<file path="config.mk">
export PLATFORM = sky130hd
export DESIGN_NAME = bdmc_ctrl
export DESIGN_NICKNAME = d
export VERILOG_FILES = /design/src/rtl/biased_dfs_maze_carver_core_macros.svh /design/src/rtl/bdmc_pkg.sv /design/src/rtl/bdmc_ctrl.sv
export SDC_FILE = /design/constraint.sdc
export NUM_CORES = 1
export LEC_CHECK = 0
export ABC_AREA = 1
export BUFFER_PORTS_ARGS = -buffer_cell sky130_fd_sc_hd__buf_2
export CORE_AREA = 5 5 42 44
export DETAILED_ROUTE_END_ITERATION = 8
export DIE_AREA = 0 0 47 49
export SYNTH_ARGS = -nofsm -noshare
export SYNTH_HDL_FRONTEND = slang
export SYNTH_SLANG_ARGS = --single-unit
export TNS_END_PERCENT = 50
</file>
<file path="constraint.sdc">
create_clock -name clk -period 1.16 [get_ports clk]
set_input_delay 0.058 -clock clk [delete_from_list [all_inputs] [get_ports clk]]
set_output_delay 0.058 -clock clk [all_outputs]
set_load 0.1 [all_outputs]
</file>
<file path="src/rtl/biased_dfs_maze_carver_core_macros.svh">
// Assertion macros for the maze carver core.
// Expects clk and rst_n in the scope of use.
`ifndef BIASED_DFS_MAZE_CARVER_CORE_MACROS_SVH
`define BIASED_DFS_MAZE_CARVER_CORE_MACROS_SVH

// same-cycle implication
`define BDMC_ASSERT_NOW(label, ante, cons, msg) \
    label: assert property (@(posedge clk) disable iff (!rst_n) (ante) |-> (cons)) \
        else $error(msg);

// next-cycle implication
`define BDMC_ASSERT_NEXT(label, ante, cons, msg) \
    label: assert property (@(posedge clk) disable iff (!rst_n) (ante) |=> (cons)) \
        else $error(msg);

`endif

</file>
<file path="src/rtl/bdmc_pkg.sv">
// Shared types and constants for the maze carver core.
// No dependencies.
package bdmc_pkg;

    localparam int IN_DATA_W  = 32;
    localparam int OUT_DATA_W = 40;
    localparam int COORD_W    = 8;

    localparam logic [1:0] CFG_GRID_WIDTH    = 2'd0;
    localparam logic [1:0] CFG_GRID_HEIGHT   = 2'd1;
    localparam logic [1:0] CFG_BIAS_LEVEL    = 2'd2;
    localparam logic [1:0] CFG_INVERT_CHANCE = 2'd3;

    typedef enum logic [1:0] {
        EV_STARTED   = 2'd0,
        EV_CARVED    = 2'd1,
        EV_BACKTRACK = 2'd2,
        EV_FINISHED  = 2'd3
    } ev_t;

    typedef enum logic [1:0] {
        DIR_N,
        DIR_S,
        DIR_E,
        DIR_W
    } dir_t;

    typedef enum logic [3:0] {
        OP_IDLE,
        OP_LOAD,
        OP_CLEAR,
        OP_START,
        OP_RD_N,
        OP_RD_S,
        OP_RD_C,
        OP_EVAL,
        OP_WR_WALL,
        OP_PUSH,
        OP_POP_RD,
        OP_POP,
        OP_OUT
    } dp_op_t;

    typedef struct packed {
        logic action;
        logic empty;
        logic clr_last;
        logic push;
        logic more;
        logic out_free;
    } dp_status_t;

endpackage

</file>
<file path="src/rtl/bdmc_ctrl.sv">
// Sequencer for the maze carver: start sweep, neighbor reads, carve or pop.
// Depends on bdmc_pkg.
module bdmc_ctrl
    import bdmc_pkg::*;
(
    input  logic       clk,
    input  logic       rst_n,
    input  logic       in_valid,
    output logic       in_ready,
    input  dp_status_t status,
    output dp_op_t     op
);

    typedef enum logic [3:0] {
        ST_IDLE,
        ST_CLEAR,
        ST_START,
        ST_RD_N,
        ST_RD_S,
        ST_RD_C,
        ST_EVAL,
        ST_WR_WALL,
        ST_PUSH,
        ST_POP_RD,
        ST_POP,
        ST_DONE
    } state_t;

    state_t state_reg;
    state_t state_next;

    assign in_ready = (state_reg == ST_IDLE);

    always_comb
    begin
        state_next = state_reg;
        op         = OP_IDLE;
        case (state_reg)
            ST_IDLE:
            begin
                if (in_valid)
                begin
                    op = OP_LOAD;
                    if (!status.action)
                        state_next = ST_CLEAR;
                    else if (status.empty)
                        state_next = ST_DONE;
                    else
                        state_next = ST_RD_N;
                end
            end
            ST_CLEAR:
            begin
                op = OP_CLEAR;
                if (status.clr_last)
                    state_next = ST_START;
            end
            ST_START:
            begin
                op         = OP_START;
                state_next = ST_DONE;
            end
            ST_RD_N:
            begin
                op         = OP_RD_N;
                state_next = ST_RD_S;
            end
            ST_RD_S:
            begin
                op         = OP_RD_S;
                state_next = ST_RD_C;
            end
            ST_RD_C:
            begin
                op         = OP_RD_C;
                state_next = ST_EVAL;
            end
            ST_EVAL:
            begin
                op = OP_EVAL;
                if (status.push)
                    state_next = ST_WR_WALL;
                else if (status.more)
                    state_next = ST_POP_RD;
                else
                    state_next = ST_DONE;
            end
            ST_WR_WALL:
            begin
                op         = OP_WR_WALL;
                state_next = ST_PUSH;
            end
            ST_PUSH:
            begin
                op         = OP_PUSH;
                state_next = ST_DONE;
            end
            ST_POP_RD:
            begin
                op         = OP_POP_RD;
                state_next = ST_POP;
            end
            ST_POP:
            begin
                op         = OP_POP;
                state_next = ST_DONE;
            end
            ST_DONE:
            begin
                if (status.out_free)
                begin
                    op         = OP_OUT;
                    state_next = ST_IDLE;
                end
            end
            default:
            begin
                state_next = ST_IDLE;
            end
        endcase
    end

    always_ff @(posedge clk or negedge rst_n)
    begin
        if (!rst_n)
            state_reg <= ST_IDLE;
        else
            state_reg <= state_next;
    end

endmodule

</file>
# Word-level counts from Yosys, hierarchy flattened
# Cells that the tools add are included.
# totals
in_bits,9
out_inout_bits,5
register_bits,4
elab_cells,29
# classes
n_reduce_logical,3
n_eq_ne,14
mux,11
# ops
cell,n
$pmux 4 s12,1
$pmux 4 s10,1
$mux 4,7
$eq 4x3->1 const B,4
$eq 4x4->1 const B,4
$eq 4x2->1 const B,2
$ne 2x2->1 const B,3
$eq 4x1->1 const B,1
$logic_not 4->1,1
$reduce_and 3->1,1
$reduce_or 3->1,1
$mux 2,1
$mux 1,1

# Logic depth before layout (Yosys ltp)
# logic_depth
ltp_word,4
ltp_mapped,7
ltp_nobuf,7

# Least setup slack after synthesis
# No wires, ideal clock.
# synth_timing
path_kind,flip-flop to output port
from,register state_reg[2]
to,output port op[0]
path_stages_with_launch,5
path_buffers,0
arrival_ns,2.680
t_required_ns,1.102
setup_slack_ns,-1.578
cell_sequence,dfrtp_1 > inv_1 > nand2_1 > nor3_4 > nor3_1
# synth_via
elab_chain_len,2
word_cells_on_any_way,13
classes_between,eq/ne: 11; mux: 1; reduce/logical: 1
# synth_rtl
item,line_no,source
"start, declared",bdmc_ctrl.sv:29,state_t state_reg;
"start signal, assigned",bdmc_ctrl.sv:128,state_reg <= state_next;
$eq 4x4->1 (tied with other cells),bdmc_ctrl.sv:38,case (state_reg)
$pmux 4 s12 *,bdmc_ctrl.sv:38,
"end, declared",bdmc_ctrl.sv:11,output dp_op_t op
# Mark *: on every way between the ends. The rest lies on a longest branch, timed or not.

# Worst setup path after layout
# layout_timing
from,register state_reg[1]
to,output port op[0]
# The elaborated chain is that of the path after synthesis.

==> summary.md <==
| Metric | Value |
|---|---|
| Status | `finished with violations` |
| Slew headroom | `0.849` |
| Iter 0 DRT Violations | `2` |
| DRC Markers | `0` |
| Vias | `475` |
| Max-cap violations | `0` |
| Period utilisation layout | `1.18` |
| Final hold vios | `0` |
| Layout cells sized above 1 | `0.655` |
| CP max stage cell | `dfrtp_2` |
| Nature of the critical path startpoint | `register` |
| Final setup violation count | `8` |
| Row count | `14` |
| Clk sink count | `4` |
| Reg2reg setup slack | `-0.17 ns` |
| Synth top area cells | `dfrtp_1 (27%), nand2_1 (17%), inv_1 (12%), nor2_1 (10%), nand3_1 (8.2%)` |
| Share of synthesized registers carrying an async set or reset | `1.00` |
| Ant. Diodes | `0` |
| Gr usage total | `0.103` |
| Longest Clk Path Bufs | `2` |
| Synth Instances | `61` |
| Total wire length | `1170 µm` |
| Root Buffer | `clkbuf_4` |
| Worst-skew pair later-pin latency | `0.23 ns` |
| Largest net degree at the start of global routing | `7` |
| Detailed Place HPWL | `788 µm` |
| Die Ht | `49 µm` |
| Max Fanout on Critical Path | `5` |
| Count of cell types in the netlist | `14` |
| Synthesized area | `367 µm²` |
| Vias in the first global route | `448` |
| Most common cell in the netlist | `nand2_1` |
| Hold crit path type | `primary input to register` |
| Initial DRT Pass Iterations | `2` |
| ANT nets after route | `0` |
| Violated checks | `negative setup slack` |
| Origin of the worst setup path | `state_reg[1]` |
| CP Data Required Time | `1.10 ns` |
| DIE WIDTH | `47 µm` |
| Placement Setup Slack | `-0.0306 ns` |
| CTS tree | `done` |
| Worst R2R End | `state_reg[1]` |
| Fmax | `731 MHz` |
| EDFF count, synth | `0` |
| Post-synth top flop | `dfrtp_1` |
| R2R cell count | `7` |
| DR WL/cell | `11.3 µm` |
| Most frequent cells after synthesis | `nand2_1 (17), inv_1 (12), nor2_1 (10)` |
| Synth warn | `0` |
| Yosys top cell by area | `dfrtp_1` |
| Max-slew violations | `0` |
| First-pass GRT wire length | `1730 µm` |
| Top cell type's share of synthesized area | `0.273` |
| FF+latch count, synth | `4` |
| R2R Path Start | `state_reg[1]` |
| Critical path data arrival time | `1.31 ns` |
| Core ar. | `0.00140 mm²` |
| Post-Route Skew | `0.000663 ns` |
| Max reg flops | `4` |
| Critical path capture point type | `primary output` |
| Top cell by count, worst path | `nor3_4` |
| Final Net Count | `98` |
| Mean post-synth cell area | `6.01 µm²` |
| CTS Buf Count | `3` |
| Setup slack after layout | `-0.209 ns` |
| Area growth from synthesis to layout | `100%` |
| GR Overflow Total | `0` |
| IO Pins | `14` |
| Mapped Nets | `70` |
| Post-DR vias/cell | `4.61` |
| Antenna violations before repair | `0` |
| Crit Path Category | `register to primary output` |
| CP max stage delay | `0.46 ns` |
| Die ar. | `0.00230 mm²` |
| IO buf count | `13` |
| Fin crit period | `1.37 ns` |
| RSZ-0062 raised after global routing | `true` |
| Sequential area share after synthesis | `0.273` |
| Initial Util | `0.262` |
| H-Tree Depth | `1` |
| Worst-path clk slew | `0.04 ns` |
| Slew @ Worst Pin | `0.226 ns` |
| Crit-path cells | `nand2_4 > nor3_4 > nor3_4 > buf_12` |
| Worst Setup EP | `op[0]` |
| RD Place Congestion | `0.822` |
through the flow:
| step | utilization | TNS (ns) | instance area [µm²] | instances | hold WS, ns |
|---|---|---|---|---|---|
| floorplan | - | -1.14 | 397 | 61 | -0.238 |
| global placement | 0.413 | -0.0862 | 579 | 93 | -0.135 |
| detailed placement | 0.413 | -0.0810 | 579 | 93 | -0.135 |
| CTS | 0.462 | -1.24 | 647 | 99 | 0.140 |
| global route | 0.523 | -1.96 | 733 | 103 | 0.171 |
| finish | 0.523 | -1.35 | 733 | 103 | 0.137 |
worst max-delay path, delay by kind of cell (launching register included):
family | cells | cell delay (ns)
simple gates | 3 | 0.42
buf+inv | 1 | 0.20
flops | 1 | 0.46
repair_timing:
action	in CTS	in global routing
endpoints found under the setup margin	8	9
buffers inserted	2	4
hold buffers	1	0
gates resized for setup	12	19
endpoints found under the hold margin	4	0
pin swaps	7	6
gates cloned	0	0
final cells by class:
cell class	instances	area, µm²
Clock buffer	3	22.5
Fill cell	139	668
Inverter	12	47.5
Multi-Input combinational cell	45	313
Sequential cell	4	105
Tap cell	16	20.0
Timing Repair Buffer	23	225
placed cells by master (no fill, tap or decap), types with 4 or more instances in the layout:
cell type and instances:
nor2_1 5, nor2_4 4, nand2_2 4, inv_1 6, buf_4 7, nand2_1 11, buf_12 5, dfrtp_2 4
inv_2 5, buf_2 8
cell families (layout without fill, tap and decap cells):
family,after synthesis,in the layout,synth area share
and+or+nand+nor,39,39,0.498
buffers and inverters,12,38,0.123
AOI/OAI and AO/OA,6,6,0.106
DFF,4,4,0.273
layer usage:
| metal | track usage | part of all wire |
|---|---|---|
| met3 | 0.0295 | 0.044 |
| met5 | 0 | 0 |
| met2 | 0.167 | 0.57 |
| met4 | 0.0553 | 0 |
| met1 | 0.114 | 0.38 |
how the worst min path moves through the flow:
stage,start,to,slack [ns],depth (start not counted)
finish,status[2],state_reg[2],0.14,3
floorplan,rst_n,state_reg[0],-0.24,0
detailed placement,rst_n,state_reg[1],-0.14,1
global placement,rst_n,state_reg[3],-0.14,1
global route,rst_n,state_reg[1],0.17,2
CTS,status[2],state_reg[2],0.14,3
Power is not shown: default switching activity piles up to over one toggle a cycle in this logic, so the estimate is an artifact.
